## config.mk

```make
export PLATFORM = sky130hd
export DESIGN_NAME = fqmd_div_stage
export DESIGN_NICKNAME = d
export VERILOG_FILES = /design/src/rtl/fqmd_pkg.sv /design/src/rtl/fqmd_div_stage.sv
export SDC_FILE = /design/constraint.sdc
export NUM_CORES = 1
export LEC_CHECK = 0
export BUFFER_PORTS_ARGS = -buffer_cell sky130_fd_sc_hd__buf_2
export CORE_MARGIN = 10
export CORE_UTILIZATION = 47
export DETAILED_ROUTE_END_ITERATION = 8
export GPL_TIMING_DRIVEN = 0
export PLACE_DENSITY = 0.84
export SYNTH_ARGS = -nofsm -noshare
export SYNTH_HDL_FRONTEND = slang
export SYNTH_SLANG_ARGS = --single-unit
```

## constraint.sdc

```tcl
create_clock -name i_clk -period 5.3 [get_ports i_clk]
set_input_delay 0.795 -clock i_clk [delete_from_list [all_inputs] [get_ports i_clk]]
set_output_delay 0.795 -clock i_clk [all_outputs]
set_load 0.1 [all_outputs]
```

## src/rtl/fqmd_pkg.sv

```systemverilog
// Shared constants and the stage payload type of the Q16.16 multiply/divide unit.
package fqmd_pkg;

    localparam int OPND_W    = 32;                  // operand and result width
    localparam int FRAC_W    = 16;                  // Q16.16 fraction bits
    localparam int PROD_W    = 2 * OPND_W;          // full product width
    localparam int NQ_W      = OPND_W + FRAC_W;     // scaled dividend / quotient width
    localparam int DIV_STEPS = NQ_W;                // one quotient bit per stage

    localparam logic CMD_MUL = 1'b0;
    localparam logic CMD_DIV = 1'b1;

    localparam logic STATUS_OK      = 1'b0;
    localparam logic STATUS_DIVZERO = 1'b1;

    typedef struct packed {
        logic              cmd;
        logic              dz;      // divisor is zero
        logic              neg;     // quotient sign
        logic [OPND_W-1:0] mres;    // finished multiply result
        logic [OPND_W-1:0] rem;     // partial remainder
        logic [NQ_W-1:0]   nq;      // dividend bits left, quotient bits shifted in
        logic [OPND_W-1:0] dvs;     // divisor magnitude
    } t_stage;

endpackage

```

## src/rtl/fqmd_div_stage.sv

```systemverilog
// One restoring division step: develops one quotient bit per stage.
module fqmd_div_stage (
    input  logic               i_clk,
    input  logic               i_rst_n,
    input  logic               i_valid,
    output logic               o_ready,
    input  fqmd_pkg::t_stage   i_data,
    output logic               o_valid,
    input  logic               i_ready,
    output fqmd_pkg::t_stage   o_data
);
    localparam int W  = fqmd_pkg::OPND_W;
    localparam int NQ = fqmd_pkg::NQ_W;

    logic             r_valid;
    fqmd_pkg::t_stage r_data;

    logic [W:0]       w_trial;
    logic [W:0]       w_diff;
    logic             w_ge;
    fqmd_pkg::t_stage n_data;

    assign o_ready = !r_valid || i_ready;

    always_comb begin
        w_trial = {i_data.rem, i_data.nq[NQ-1]};
        w_diff  = w_trial - {1'b0, i_data.dvs};
        w_ge    = (w_trial >= {1'b0, i_data.dvs});
        n_data      = i_data;
        // remainder stays below the divisor, so W bits suffice
        n_data.rem  = w_ge ? w_diff[W-1:0] : w_trial[W-1:0];
        n_data.nq   = {i_data.nq[NQ-2:0], w_ge};
    end

    always_ff @(posedge i_clk) begin
        if (!i_rst_n) begin
            r_valid <= 1'b0;
        end else if (o_ready) begin
            r_valid <= i_valid;
        end
        if (i_valid && o_ready) r_data <= n_data;
    end

    assign o_valid = r_valid;
    assign o_data  = r_data;
endmodule

```

==> results.toml <==
[die]
die_y_um = 138.9
die_area_sq_um = 19300
die_w_um = 138.9
row_count = 43
ioPinCount = 300
core_area_sq_um = 13880
start_util = 0.4788

[clock_network]
clk-insertion-delay-late_ns = 0.41
cts_setup_buffers = 0
clk_pin_slew_worst_paths_ns = 0.06
numCtsBuffers = 17
ctsHoldBuffers = 0
cts.sinks = 148
cts_root_buffer = "clkbuf_16"
clock_path_buffers = 2
cts_tree = "yes"
cts_max_level = 4
cts_resized = 0

[synth]
ys.flop_type = "edfxtp_1"
synth.area.top_cells = "edfxtp_1, ha_1, a21oi_1"
synthCells = 493
ys_ff_latch = 148
yosysTopAreaCell = "edfxtp_1"
synthXorXnorAreaFrac = 0.03558
yosys.cell_types.count = 49
async_reset_ff_frac = 0
yosysMostFrequentCell = "edfxtp_1"
synth_top_family_by_area = "compound AO/OA/AOI/OAI gates"
seq_area_frac_synth = 0.6672
synth_top_cells_by_count = "edfxtp_1, a21oi_1, inv_1, nor2_1, ha_1"
synth_area_sq_um = 6646
synth_top_area_frac = 0.6642
synth-edff-count = 147
synth-compound-area-share = 0.1128
ys_warn_count = 0
synth_adder_area_share = 0.06325
synth-simple-area-share = 0.06834
syn_avg_cell_area_sq_um = 13.48
synthMuxAreaShare = 0.01995
synthesis.nets = 677

[final_layout]
fill_cells = 1063
multi_input_area_sq_um = 1996
final_nets = 997
stdcell_count = 1008
areaGrowthSynthToFinish_pct = 35.71
seqCellArea_sq_um = 4434
drive_above_1_share = 0.4201

[worst_setup_path]
worstPathArrival_ns = 4.20
critPathBufInv = 4
max_stage_delay_ns = 0.53
crit_fanout = 10
startpoint = "i_data[18]"
path_class = "primary input to register"
startpoint_type = "primary input"
cpMaxStageDelayCell = "or4_1"
cp_cell_sequence = "buf_2, inv_1, ha_1, clkbuf_1, nand4_1, or4_1, a21oi_1, nor3_1, a211oi_2, o21ai_2, o31ai_4, buf_4, mux2_1"
crit_family = "compound AO/OA/AOI/OAI gates"
r2r-start = "o_valid"
required_ns = 5.46
crit_path_end_kind = "register"

[worst_hold_path]
min_from = "i_data[65]"
worstHoldPathType = "primary input to register"

[sta]
relSlewSlack = 0.6403
setup_viol_count_final = 0
fmax_ghz = 0.2473
rsz0062_at_grt = "false"
layout_min_cycle_time_ns = 4.044
period_share = 0.7630
max_slew.worst_pin.slew_ns = 0.5433
skew_ns = 0.007890
hold_violations = 0
worst_slack_ns = 1.256
drv_slew = 0
tns_ns = 0

[global_route]
antenna_found_initial = 4
grt_pass1_vias = 5300
grt_max_degree = 68
grt_first_pass_wirelength_mm = 31.94
overflow = 0
grt_usage = 0.2161

[run]
maxCapViolations = 0

[pwr]
ir_drop_mv = 0.1943
power.total_mw = 3.717
powerDensity_nw_per_um2 = 412.1
p_leak_nw = 4.012

[detailed_routing]
ant_nets = 0
drc_errors = 0
vias = 5304
drt_iter0_markers = 413
dr.pass1.iters = 7
via_per_inst = 5.262
totalWireLength_mm = 21.63
wire_per_inst_um = 21.45

[placed_design]
gp_congestion = 0.9015
place_worst_setup_slack_ns = 0.9710
dp_hpwl_mm = 17.13
io_buffers = 299
dp.cells = 974

[status]
status = "finished clean"
[worst paths after layout]
check                                    to  slack [ns]  cells past startpoint
worst max-delay path            o_data[106]        1.26                     13
worst max register to register   o_data[29]        3.38                      4
worst min-delay path             o_data[66]        0.55                      1
worst min register to register      o_valid        0.58                      2
[flip-flops by register name (all words and copies together), names as in the netlist]
name,cells
o_data,147
o_valid,1
[worst reg2reg max path, cell delays in order (launching register included)]
cell      delay [ns]
dfxtp_1         0.32
nand2b_1        0.11
and2_4          0.41
buf_16          0.34
buf_16          0.34
[stage by stage]
step	area, sq um	utilization	hold WS, ns
after floorplan	6648	-	0.8939
after global placement	8369	0.6029	0.5110
after detailed placement	8426	0.6070	0.5617
after CTS	9015	0.6495	0.5405
after global routing	9015	0.6495	0.5362
final	9020	0.6498	0.5539
[report_power, final]
part	total (mW)	internal (mW)	leakage (nW)	switching (mW)
registers	1.42	1.40	1.43	0.0199
clock network	1.20	0.740	0.281	0.460
logic	1.10	0.221	2.30	0.876
total	3.72	2.36	4.01	1.36
[placed cells by master (no fill, tap or decap), drive strengths merged, types with 4 or more instances in the layout]
cell / netlist / routed
nand4: 7 / 7
a21oi: 55 / 55
nor4: 4 / 4
o21a: 6 / 6
ha: 32 / 32
a211oi: 4 / 4
o211ai: 4 / 4
edfxtp: 147 / 147
xor2: 12 / 12
xnor2: 15 / 15
nand3: 8 / 8
nor2: 37 / 37
o21ai: 16 / 16
clkinv: 0 / 5
mux2: 10 / 10
clkbuf: 8 / 27
a21o: 13 / 13
inv: 39 / 42
buf: 7 / 308
nand2b: 5 / 5
nand2: 28 / 28
[kinds of logic (layout without fill, tap and decap cells)]
logic type | count (synthesis) | in the layout
muxes | 12 | 12
buffers and inverters | 54 | 387
DFF | 148 | 148
AOI/OAI and AO/OA | 119 | 119
other | 0 | 2
adders and majority gates | 33 | 33
and+or+nand+nor | 100 | 100
xor gates and xnor gates | 27 | 27
[layer usage]
| metal | wire length, um | vias up | global-route usage | share of wire |
|---|---|---|---|---|
| met5 | 57 | - | 0 | 0.0026 |
| met3 | 1789 | 29 | 0.07158 | 0.083 |
| li1 | - | 2481 | - | - |
| met4 | 339 | 8 | 0.06590 | 0.016 |
| met2 | 11710 | 249 | 0.4009 | 0.54 |
| met1 | 7724 | 2537 | 0.2242 | 0.36 |
[area by class of cell]
| cell class | count | share of cell area |
|---|---|---|
| inverter | 39 | 0.01623 |
| multi-input combinational | 291 | 0.2213 |
| timing repair buffer | 301 | 0.1720 |
| buffer | 15 | 0.008045 |
| clock buffer | 19 | 0.04800 |
| sequential | 148 | 0.4916 |
| tap | 180 | 0.02497 |
| clock inverter | 13 | 0.01734 |
| antenna | 2 | 0.0005549 |
Note: power is estimated with default switching activity, not from simulation.
