File: config.mk
export PLATFORM = sky130hd
export DESIGN_NAME = fqmd_back_flat
export DESIGN_NICKNAME = d
export VERILOG_FILES = /design/src/rtl/fqmd_pkg.sv /design/src/rtl/fqmd_out_if.sv /design/src/rtl/fqmd_back.sv /design/src/flat_wrapper.sv
export SDC_FILE = /design/constraint.sdc
export NUM_CORES = 1
export LEC_CHECK = 0
export BUFFER_PORTS_ARGS = -buffer_cell sky130_fd_sc_hd__buf_2
export CAP_MARGIN = 10
export CORE_MARGIN = 5
export CORE_UTILIZATION = 36
export DETAILED_ROUTE_END_ITERATION = 16
export PLACE_DENSITY_LB_ADDON = 0.08
export SLEW_MARGIN = 20
export SYNTH_ARGS = -nofsm -noshare
export SYNTH_HDL_FRONTEND = slang
export SYNTH_SLANG_ARGS = --single-unit
File: constraint.sdc
create_clock -name i_clk -period 2.6 [get_ports i_clk]
set_clock_uncertainty 0.15 [all_clocks]
set_input_delay 0.52 -clock i_clk [delete_from_list [all_inputs] [get_ports i_clk]]
set_output_delay 0.52 -clock i_clk [all_outputs]
set_load 0.05 [all_outputs]
File: src/rtl/fqmd_pkg.sv
// Shared constants and the stage payload type of the Q16.16 multiply/divide unit.
package fqmd_pkg;

    localparam int OPND_W    = 32;                  // operand and result width
    localparam int FRAC_W    = 16;                  // Q16.16 fraction bits
    localparam int PROD_W    = 2 * OPND_W;          // full product width
    localparam int NQ_W      = OPND_W + FRAC_W;     // scaled dividend / quotient width
    localparam int DIV_STEPS = NQ_W;                // one quotient bit per stage

    localparam logic CMD_MUL = 1'b0;
    localparam logic CMD_DIV = 1'b1;

    localparam logic STATUS_OK      = 1'b0;
    localparam logic STATUS_DIVZERO = 1'b1;

    typedef struct packed {
        logic              cmd;
        logic              dz;      // divisor is zero
        logic              neg;     // quotient sign
        logic [OPND_W-1:0] mres;    // finished multiply result
        logic [OPND_W-1:0] rem;     // partial remainder
        logic [NQ_W-1:0]   nq;      // dividend bits left, quotient bits shifted in
        logic [OPND_W-1:0] dvs;     // divisor magnitude
    } t_stage;

endpackage

File: src/rtl/fqmd_out_if.sv
// Output channel: Q16.16 result and status.
interface fqmd_out_if;
    logic                                    valid;
    logic                                    ready;
    logic signed [fqmd_pkg::OPND_W-1:0]      result_value;
    logic                                    status;

    modport source (output valid, output result_value, output status, input ready);
    modport sink   (input valid, input result_value, input status, output ready);
endinterface

File: src/rtl/fqmd_back.sv
// Sign fix-up, result select and output register.
module fqmd_back (
    input  logic               i_clk,
    input  logic               i_rst_n,
    input  logic               i_valid,
    output logic               o_ready,
    input  fqmd_pkg::t_stage   i_data,
    fqmd_out_if.source         o_out
);
    localparam int W = fqmd_pkg::OPND_W;

    logic         r_valid;
    logic [W-1:0] r_result;
    logic         r_status;

    logic [W-1:0] w_quot;
    logic [W-1:0] n_result;
    logic         n_status;

    assign o_ready = !r_valid || o_out.ready;

    always_comb begin
        w_quot   = i_data.nq[W-1:0];
        n_result = i_data.mres;
        n_status = fqmd_pkg::STATUS_OK;
        if (i_data.cmd == fqmd_pkg::CMD_DIV) begin
            if (i_data.dz) begin
                n_result = '0;
                n_status = fqmd_pkg::STATUS_DIVZERO;
            end else begin
                n_result = i_data.neg ? (~w_quot + W'(1)) : w_quot;
            end
        end
    end

    always_ff @(posedge i_clk) begin
        if (!i_rst_n) begin
            r_valid <= 1'b0;
        end else if (o_ready) begin
            r_valid <= i_valid;
        end
        if (i_valid && o_ready) begin
            r_result <= n_result;
            r_status <= n_status;
        end
    end

    assign o_out.valid        = r_valid;
    assign o_out.result_value = r_result;
    assign o_out.status       = r_status;
endmodule

File: src/flat_wrapper.sv
// flat-port wrapper written by rule: the top's interface ports become plain ports
module fqmd_back_flat 
  (i_clk, i_rst_n, i_valid, o_ready, i_data, o_out_valid, o_out_result_value, o_out_status, o_out_ready);
  fqmd_out_if o_out_i ();
  input  logic i_clk;
  input  logic i_rst_n;
  input  logic i_valid;
  output logic o_ready;
  input  fqmd_pkg::t_stage i_data;
  output wire logic [$bits(o_out_i.valid)-1:0] o_out_valid;
  output wire logic [$bits(o_out_i.result_value)-1:0] o_out_result_value;
  output wire logic [$bits(o_out_i.status)-1:0] o_out_status;
  input wire logic [$bits(o_out_i.ready)-1:0] o_out_ready;
  assign o_out_valid = o_out_i.valid;
  assign o_out_result_value = o_out_i.result_value;
  assign o_out_status = o_out_i.status;
  assign o_out_i.ready = o_out_ready;
  fqmd_back u_core (.i_clk(i_clk), .i_rst_n(i_rst_n), .i_valid(i_valid), .o_ready(o_ready), .i_data(i_data), .o_out(o_out_i));
endmodule
==> metrics.md <==
| Metric | Value |
|---|---|
| Status | complete, no violations |
| Slew Viols, Final | 0 |
| Psw | 0.530 mW |
| Post-synthesis cell type count | 44 |
| Post-Syn Area | 2370 um^2 |
| GRT Total Usage | 18.9% |
| Top-count cell post-synth | edfxtp_1 |
| Synth Area in Adders | 0.527% |
| Logic pwr share | 29.3% |
| Drt wl/cell | 17.8 um |
| R2r setup slk | 1.18 ns |
| Final worst path period need | 2.48 ns |
| Syn_nets | 399 |
| DRC Markers | 0 |
| Simple-Gate Fraction of Synth Area | 25.1% |
| Worst-path clk slew | 0.07 ns |
| Hold buffer count at cts | 0 |
| Hold Slack | 0.337 ns |
| Fillers | 644 |
| Final nets | 526 |
| Sequential area share after synthesis | 42.6% |
| Hold Crit Class | in -> reg |
| Asr flop ratio synth | 0% |
| Post-synth EDFFs | 33 |
| Max Cap Viol | 0 |
| Clock Sink Count | 34 |
| Htree depth | 2 |
| Fin Setup TNS | 0 ns |
| CTS root buf | clkbuf_8 |
| Place WS | -0.176 ns |
| Hold Violations, Final | 0 |
| Ys Warns | 0 |
| Seq pwr share | 41.3% |
| Routed Antenna Nets | 0 |
| Worst slew pin tran | 0.437 ns |
| Largest family of logic cells by synthesized area | simple AND/OR/NAND/NOR gates |
| Via count | 2648 |
| Layout cells sized above 1 | 40.8% |
| Die span in y | 91.2 um |
| Tot Pwr | 1.61 mW |
| Layout area overhead | 38.8% |
| Crit Path Category | in -> reg |
| Critical Path End Type | flip-flop |
| Post-cts repair resize count | 0 |
| Relative slew margins | 70.9% |
| # rows | 29 |
| Switching share of power | 33.0% |
| First-pass GRT wire length | 12700 um |
| Clock buffer depth | 2 |
| Setup bufs post-CTS | 0 |
| Top cell type's share of synthesized area | 41.8% |
| Startpoint types | input pin |
| Dpl cells | 444 |
| RSZ-0062 raised after global routing | false |
| Port Buffers | 105 |
| Commonest cells in the netlist | 33 x edfxtp_1, 20 x nand2_1, 18 x nand3_1, 18 x or4_1, 13 x clkbuf_1 |
| Xor/xnor share of the synthesized area | 4.80% |
| Fmax | 403 MHz |
| GR Overflow Total | 0 |
| Int Power | 1.08 mW |
| Core ar. | 6390 um^2 |
| Setup ws final | 0.120 ns |
| Seq cells post-synth | 34 |
| Drt pass-1 iters | 4 |
| CTS buffer count | 5 |
| Period utilization | 95.4% |
| Final Wtd Congestion | 0.836 |
| Setup-failing EPs final | 0 |
| Top Ports | 186 |
| Non-Filler Instances | 452 |
| Cell taking the most area after synthesis | edfxtp_1 |
| WP data arrival | 2.49 ns |
| Design Area, Final | 3290 um^2 |
| Post-Syn Area per Cell | 9.60 um^2 |
| Complex-gate fraction of the synthesized area | 21.0% |
| Ant diodes | 0 |
| Die Width | 91.2 um |
| Largest net degree at the start of global routing | 38 |
| Worst Path Required | 2.61 ns |
| Initial antenna violation count | 0 |
| Top cells by area, synth | edfxtp_1 42%, or4_1 5.7%, a32oi_1 4.4% |
| Initial Utilization | 37.1% |
| Die area | 8310 um^2 |
| Clk pwr share | 29.4% |
| Final wirelength | 8070 um |
| P_leak | 1.37 nW |
| Post-synthesis mux area share | 0.422% |
| DPL Wire Length | 6000 um |
| Via density | 5.86 |
| Placed Area | 3180 um^2 |
| Prevailing post-synth register cell | edfxtp_1 |
| Clk_lat worst skew | 0.28 ns |
| Critical Path Fanout Max | 11 |
| Synth Instances | 247 |
| CTS tree | done |
| First DRT Iteration DRCs | 169 |
| VDD IR-drop max | 0.000299 V |
| Vias in the first global route | 2529 |
| Fin util | 51.6% |
| PD cells | 487 nW/um^2 |
## logic make-up (layout without fill, tap and decap cells)
group | after synthesis | count (layout)
flops | 34 | 34
mux | 1 | 1
simple gates | 106 | 106
compound gates | 61 | 61
fa+ha+maj | 1 | 1
buf+inv | 31 | 159
xor+xnor | 13 | 13
## final timing paths
path	start	to	depth (start not counted)
setup / recovery	i_data[42]	u_core.o_out.result_value[31]$_DFFE_PP_	5
setup reg to reg	u_core.o_out.valid$_SDFFE_PN0N_	u_core.o_out.result_value[22]$_DFFE_PP_	3
hold / removal	i_rst_n	u_core.o_out.valid$_SDFFE_PN0N_	2
hold reg to reg	u_core.o_out.valid$_SDFFE_PN0N_	u_core.o_out.valid$_SDFFE_PN0N_	2
## routing by layer
metal	routed length, um	part of all wire [%]	global-route usage, %	vias to the layer above
met5	0	0	0	-
met2	3650	45	29.0	96
li1	-	-	-	1266
met1	3690	46	26.5	1278
met3	621	7.7	5.21	8
met4	99	1.2	4.65	0
## power by group through the flow
stage / registers, mW / clock network (mW) / logic [mW]
after floorplan: 0.821 / 0 / 0.137
after global placement: 0.675 / 0 / 0.464
after detailed placement: 0.675 / 0 / 0.469
after CTS: 0.663 / 0.485 / 0.471
after global routing: 0.667 / 0.506 / 0.504
final: 0.663 / 0.472 / 0.470
## critical path: stages
cell	delay, ns
buf_2	0.10
or4_1	0.57
or4_4	0.64
or4_1	0.55
nand3_1	0.10
## cell usage in the layout, fill, tap and decap left out, types with 2 or more instances in the layout
cell       Yosys  final
o41ai_1        3      3
buf_2          0    105
nand3_1       18     18
nand2_1       20     20
or4_4          1      2
a2111o_1       2      2
o21ai_0        6      6
a221oi_1       3      3
nor4_1        10     10
nand4_1        5      5
nand2b_1       2      2
xor2_1         3      3
o311ai_0       4      4
and2_1         2      2
buf_4          0     33
and3_1         3      3
nor2_1         8      8
o31ai_1       10     10
xnor2_1       10     10
a32oi_1       12     12
inv_1         11     11
o2bb2ai_1      3      3
nor3_1         6      6
edfxtp_1      33     33
clkbuf_8       0      8
or3_1          9      9
o2111ai_1      6      6
or4_1         18     17
a22o_1         7      7
## layout make-up
class	instances	area (um^2)	area share, %
Inverter	12	45.0	1.37
Tap cell	77	96.3	2.93
Multi-Input combinational cell	182	1240	37.6
Sequential cell	34	1010	30.7
Clock buffer	8	110	3.34
Timing Repair Buffer	139	793	24.1
## flip-flops by register name, summed over array words and instances (netlist names)
register and cells:
u_core.o_out.status 1, u_core.o_out.result_value 32, u_core.o_out.valid 1
Note: power is estimated with default switching activity, not from simulation.
