===== config.mk =====
export PLATFORM = sky130hd
export DESIGN_NAME = fqmd_front_flat
export DESIGN_NICKNAME = d
export VERILOG_FILES = /design/src/rtl/fqmd_pkg.sv /design/src/rtl/fqmd_in_if.sv /design/src/rtl/fqmd_front.sv /design/src/flat_wrapper.sv
export SDC_FILE = /design/constraint.sdc
export NUM_CORES = 2
export LEC_CHECK = 0
export BUFFER_PORTS_ARGS = -buffer_cell sky130_fd_sc_hd__buf_2
export CAP_MARGIN = 10
export CORE_UTILIZATION = 50
export CTS_CLUSTER_SIZE = 10
export DETAILED_ROUTE_END_ITERATION = 10
export GPL_ROUTABILITY_DRIVEN = 0
export PLACE_DENSITY = 0.68
export SLEW_MARGIN = 20
export SYNTH_ARGS = -nofsm -noshare
export SYNTH_HDL_FRONTEND = slang
export SYNTH_SLANG_ARGS = --single-unit

===== constraint.sdc =====
create_clock -name i_clk -period 9.3 [get_ports i_clk]
set_input_delay 0 -clock i_clk [delete_from_list [all_inputs] [get_ports i_clk]]
set_output_delay 0 -clock i_clk [all_outputs]
set_load 0.01 [all_outputs]

===== src/rtl/fqmd_pkg.sv =====
// Shared constants and the stage payload type of the Q16.16 multiply/divide unit.
package fqmd_pkg;

    localparam int OPND_W    = 32;                  // operand and result width
    localparam int FRAC_W    = 16;                  // Q16.16 fraction bits
    localparam int PROD_W    = 2 * OPND_W;          // full product width
    localparam int NQ_W      = OPND_W + FRAC_W;     // scaled dividend / quotient width
    localparam int DIV_STEPS = NQ_W;                // one quotient bit per stage

    localparam logic CMD_MUL = 1'b0;
    localparam logic CMD_DIV = 1'b1;

    localparam logic STATUS_OK      = 1'b0;
    localparam logic STATUS_DIVZERO = 1'b1;

    typedef struct packed {
        logic              cmd;
        logic              dz;      // divisor is zero
        logic              neg;     // quotient sign
        logic [OPND_W-1:0] mres;    // finished multiply result
        logic [OPND_W-1:0] rem;     // partial remainder
        logic [NQ_W-1:0]   nq;      // dividend bits left, quotient bits shifted in
        logic [OPND_W-1:0] dvs;     // divisor magnitude
    } t_stage;

endpackage


===== src/rtl/fqmd_in_if.sv =====
// Input channel: operation selector and two Q16.16 operands.
interface fqmd_in_if;
    logic                                    valid;
    logic                                    ready;
    logic                                    cmd;
    logic signed [fqmd_pkg::OPND_W-1:0]      operand_a;
    logic signed [fqmd_pkg::OPND_W-1:0]      operand_b;

    modport source (output valid, output cmd, output operand_a, output operand_b,
                    input ready);
    modport sink   (input valid, input cmd, input operand_a, input operand_b,
                    output ready);
endinterface


===== src/rtl/fqmd_front.sv =====
// Input register, then multiplier and operand magnitude stage.
module fqmd_front (
    input  logic               i_clk,
    input  logic               i_rst_n,
    fqmd_in_if.sink            i_in,
    output logic               o_valid,
    input  logic               i_ready,
    output fqmd_pkg::t_stage   o_data
);
    localparam int W = fqmd_pkg::OPND_W;
    localparam int P = fqmd_pkg::PROD_W;

    logic                r_in_valid;
    logic                r_cmd;
    logic signed [W-1:0] r_a;
    logic signed [W-1:0] r_b;

    logic                r_out_valid;
    fqmd_pkg::t_stage    r_out;

    logic                                  w_out_ready;
    logic                                  w_in_ready;
    logic signed [fqmd_pkg::PROD_W-1:0]    w_prod;
    logic        [W-1:0]                   w_abs_a;
    logic        [W-1:0]                   w_abs_b;
    fqmd_pkg::t_stage                      n_out;

    assign w_out_ready = !r_out_valid || i_ready;
    assign w_in_ready  = !r_in_valid || w_out_ready;
    assign i_in.ready  = w_in_ready;

    always_comb begin
        w_prod  = P'(r_a) * P'(r_b);
        // magnitude of the most negative value is 2^31, which fits unsigned
        w_abs_a = r_a[W-1] ? (~r_a + W'(1)) : r_a;
        w_abs_b = r_b[W-1] ? (~r_b + W'(1)) : r_b;
        n_out.cmd  = r_cmd;
        n_out.dz   = (r_b == '0);
        n_out.neg  = r_a[W-1] ^ r_b[W-1];
        n_out.mres = w_prod[fqmd_pkg::FRAC_W +: W];
        n_out.rem  = '0;
        n_out.nq   = {w_abs_a, {fqmd_pkg::FRAC_W{1'b0}}};
        n_out.dvs  = w_abs_b;
    end

    always_ff @(posedge i_clk) begin
        if (!i_rst_n) begin
            r_in_valid  <= 1'b0;
            r_out_valid <= 1'b0;
        end else begin
            if (w_in_ready)  r_in_valid  <= i_in.valid;
            if (w_out_ready) r_out_valid <= r_in_valid;
        end
        if (i_in.valid && w_in_ready) begin
            r_cmd <= i_in.cmd;
            r_a   <= i_in.operand_a;
            r_b   <= i_in.operand_b;
        end
        if (r_in_valid && w_out_ready) r_out <= n_out;
    end

    assign o_valid = r_out_valid;
    assign o_data  = r_out;
endmodule


===== src/flat_wrapper.sv =====
// flat-port wrapper written by rule: the top's interface ports become plain ports
module fqmd_front_flat 
  (i_clk, i_rst_n, o_valid, i_ready, o_data, i_in_valid, i_in_cmd, i_in_operand_a, i_in_operand_b, i_in_ready);
  fqmd_in_if i_in_i ();
  input  logic i_clk;
  input  logic i_rst_n;
  output logic o_valid;
  input  logic i_ready;
  output fqmd_pkg::t_stage o_data;
  input wire logic [$bits(i_in_i.valid)-1:0] i_in_valid;
  input wire logic [$bits(i_in_i.cmd)-1:0] i_in_cmd;
  input wire logic [$bits(i_in_i.operand_a)-1:0] i_in_operand_a;
  input wire logic [$bits(i_in_i.operand_b)-1:0] i_in_operand_b;
  output wire logic [$bits(i_in_i.ready)-1:0] i_in_ready;
  assign i_in_i.valid = i_in_valid;
  assign i_in_i.cmd = i_in_cmd;
  assign i_in_i.operand_a = i_in_operand_a;
  assign i_in_i.operand_b = i_in_operand_b;
  assign i_in_ready = i_in_i.ready;
  fqmd_front u_core (.i_clk(i_clk), .i_rst_n(i_rst_n), .i_in(i_in_i), .o_valid(o_valid), .i_ready(i_ready), .o_data(o_data));
endmodule

==> summary.md <==
| Metric | Value |
|---|---|
| RSZ-0062 raised after global routing | false |
| Vias in the first global route | 26,020 |
| Commonest non-fill, non-tap cell in the layout | fa_1 |
| First-pass GRT wire length | 148.0 mm |
| Finished Cell Area | 38,260 um^2 |
| Wire length per cell | 19.94 um |
| Largest family of logic cells by synthesized area | adder cells |
| Seq/Total Area, Yosys | 14.08% |
| Area Growth Syn to Fin | 8.543% |
| Post-DP Area | 36,980 um^2 |
| Hold_ws | 0.1839 ns |
| Post-synthesis simple-gate area fraction | 14.56% |
| Worst slew pin tran | 1.156 ns |
| Die ar. | 71,570 um^2 |
| Aggregate global routing overflow | 0 |
| Most used cell, CP | fa_1 |
| Synth Area in XOR/XNOR | 3.205% |
| Critical path required time | 9.65 ns |
| Final #Nets | 4,749 |
| Num CTS Buffers | 17 |
| Minimum clock period | 8.536 ns |
| Die X | 267.5 um |
| Vias per Instance | 5.167 |
| Worst-path fanout max | 14 |
| Die Span Y | 267.5 um |
| Via count | 23,890 |
| Initial antenna violation count | 1 |
| Post-synthesis register bit count | 166 |
| Post-CTS Setup Inserts | 0 |
| CP arrival | 8.88 ns |
| Worst setup SP type | register |
| CP max stage cell | fa_1 |
| Worst Clk Skew | 0.02280 ns |
| Ratio of cells with drive above 1 in the final layout | 8.320% |
| Max Cap Viol | 0 |
| Yosys cell types | 57 |
| Largest buffer count on any clock path | 2 |
| Count of final hold-check violations | 0 |
| CTS tree | yes |
| Initial Util | 50.95% |
| Compound-Gate Fraction of Synth Area | 2.807% |
| Detail Route Antenna Nets | 0 |
| Crit path cell chain | nand2_1 > inv_1 > fa_1 > inv_1 > fa_1 > inv_1 > fa_1 > inv_1 > fa_1 > inv_1 > fa_1 > fa_1 > fa_1 > inv_1 > fa_1 > inv_1 > ha_1 > nand4_1 > or2_2 > o22ai_1 > o21ba_2 > o21ai_0 > mux2_2 > nor3_1 |
| Cell count after synthesis | 3,541 |
| Std cell rows | 96 |
| Async S/R FF share, synth | 0% |
| Synthesized area | 35,250 um^2 |
| Fmax | 0.1172 GHz |
| Final WL | 92.20 mm |
| Syn Area/Cell | 9.956 um^2 |
| Max incr delay on CP | 0.72 ns |
| DR pass1 iterations | 7 |
| CTS Sinks | 166 |
| Max Transition Viols Final | 0 |
| Root Driver | clkbuf_16 |
| Count of input and output buffers | 169 |
| H-tree Lvls | 4 |
| Most frequent cells in the layout | fa_1 (838), inv_1 (804), nand2_1 (513) |
| Core ar. | 69,190 um^2 |
| # IOs | 218 |
| Post-route DRC | 0 |
| Final Cycle Share | 91.78% |
| Total Neg Setup Slack | 0 ns |
| Ys flop type | edfxtp_1 |
| Initial drt markers | 1,735 |
| Clock transition at the registers of the reported paths | 0.08 ns |
| Rel. slew slack | 22.94% |
| Post-cts gate resize count | 0 |
| Total GRT Usage | 27.79% |
| Post-synth EDFFs | 164 |
| Worst skew pair latency | 0.52 ns |
| Status | completed |
| Critical path class | register to register |
| Largest net degree at the start of global routing | 56 |
| Synth Area in Adders | 53.44% |
| Worst Hold Class | input pin to register |
| CP Capture Type | register |
| Multiplexer area fraction after synthesis | 0.03194% |
| Yosys warns | 0 |
| Post-DP HPWL | 75.82 mm |
| Setup-failing EPs final | 0 |
## worst paths after layout
path / startpoint / end / slack, ns / depth (start not counted)
setup reg to reg: u_core.r_b[2] / u_core.o_data[142] / 0.76 / 24
hold reg to reg: u_core.r_cmd / u_core.o_data[146] / 0.42 / 0
hold / removal: i_in_operand_b[27] / u_core.r_b[27] / 0.18 / 2
setup / recovery: u_core.r_b[2] / u_core.o_data[142] / 0.76 / 24
## worst max-delay path: cells and delay by family, from the launching register on
| family | cells | cell delay [ns] |
|---|---|---|
| multiplexers | 1 | 0.37 |
| buffers and inverters | 7 | 0.76 |
| AO/OA/AOI/OAI | 3 | 0.70 |
| adder cells (fa/ha/maj) | 9 | 4.67 |
| flip-flops | 1 | 0.71 |
| AND/OR/NAND/NOR | 4 | 1.15 |
## metrics by stage
stage / setup slack, ns / utilization, % / cells
2_1_floorplan: 1.971 / - / 3588
3_3_place_gp: 0.7916 / 53.45 / 4520
3_5_place_dp: 0.8085 / 53.45 / 4520
4_1_cts: 0.7698 / 55.30 / 4621
5_1_grt: 0.4245 / 55.30 / 4621
6_report: 0.7640 / 55.31 / 4623
## repair_timing
action                                 in CTS  in global routing
hold buffers                               69                  0
setup endpoints to repair                   0                  0
endpoints found under the hold margin      67                  0
## flip-flops by register name, indices dropped and copies added, names as in the netlist
register	count
u_core.r_a	32
u_core.r_in_valid	1
u_core.o_valid	1
u_core.o_data	99
u_core.r_cmd	1
u_core.r_b	32
## routing by layer
| layer | share of wire, % | track usage [%] | up-vias |
|---|---|---|---|
| met5 | 0 | 0 | - |
| met4 | 2.5 | 8.309 | 0 |
| met3 | 8.1 | 6.022 | 115 |
| met2 | 48 | 44.86 | 904 |
| met1 | 41 | 37.71 | 12400 |
| li1 | - | - | 10470 |
## Yosys cell counts, types with 2 or more instances
| library cell | n | area (um^2) |
|---|---|---|
| buf_1 | 8 | 30.03 |
| dfxtp_1 | 2 | 40.04 |
| inv_1 | 804 | 3018 |
| nor2_1 | 19 | 71.32 |
| a2bb2oi_1 | 2 | 17.52 |
| a211oi_1 | 8 | 60.06 |
| nand3_1 | 4 | 20.02 |
| or4_1 | 11 | 82.58 |
| o2111ai_1 | 2 | 17.52 |
| fa_1 | 838 | 16780 |
| or2_2 | 2 | 12.51 |
| nor4_1 | 5 | 31.28 |
| and2_1 | 415 | 2596 |
| o41ai_1 | 10 | 87.58 |
| edfxtp_1 | 164 | 4925 |
| xnor2_1 | 113 | 989.7 |
| or3_1 | 6 | 37.54 |
| o31ai_1 | 17 | 127.6 |
| clkbuf_1 | 201 | 754.5 |
| or4_4 | 3 | 33.78 |
| o21ai_0 | 35 | 175.2 |
| a31o_2 | 2 | 17.52 |
| buf_4 | 49 | 367.9 |
| nor3b_1 | 2 | 15.01 |
| nand4_1 | 6 | 37.54 |
| ha_1 | 165 | 2064 |
| nand2b_1 | 13 | 81.33 |
| a21oi_1 | 38 | 190.2 |
| o21a_1 | 8 | 60.06 |
| xor2_1 | 16 | 140.1 |
| nand2_1 | 513 | 1926 |
| nor3_1 | 9 | 45.04 |
| o21bai_1 | 8 | 60.06 |
| o211ai_1 | 3 | 22.52 |
| nor2b_1 | 14 | 87.58 |
| a21o_1 | 5 | 37.54 |
## final cells by class
| cell class | instances | area, um^2 |
|---|---|---|
| fillers | 6166 | 30920 |
| clock buffers | 17 | 425.4 |
| inverters | 804 | 3018 |
| clock inverters | 15 | 161.4 |
| flip-flops and latches | 166 | 4965 |
| well taps | 931 | 1165 |
| diodes | 2 | 5.005 |
| multi-input cells | 2359 | 26290 |
| repair buffers | 329 | 2232 |
## logic make-up (layout without fill, tap and decap cells)
logic type	count (synthesis)	in the layout
buffers and inverters	1063	1165
AND/OR/NAND/NOR	1028	1028
adder cells (fa/ha/maj)	1003	1003
flip-flops	166	166
AO/OA/AOI/OAI	150	150
XOR/XNOR	129	129
other	1	50
multiplexers	1	1
Power is left out: the tool's default activity adds up to more than one toggle a clock period on the data nets, which glitch-free logic cannot reach.
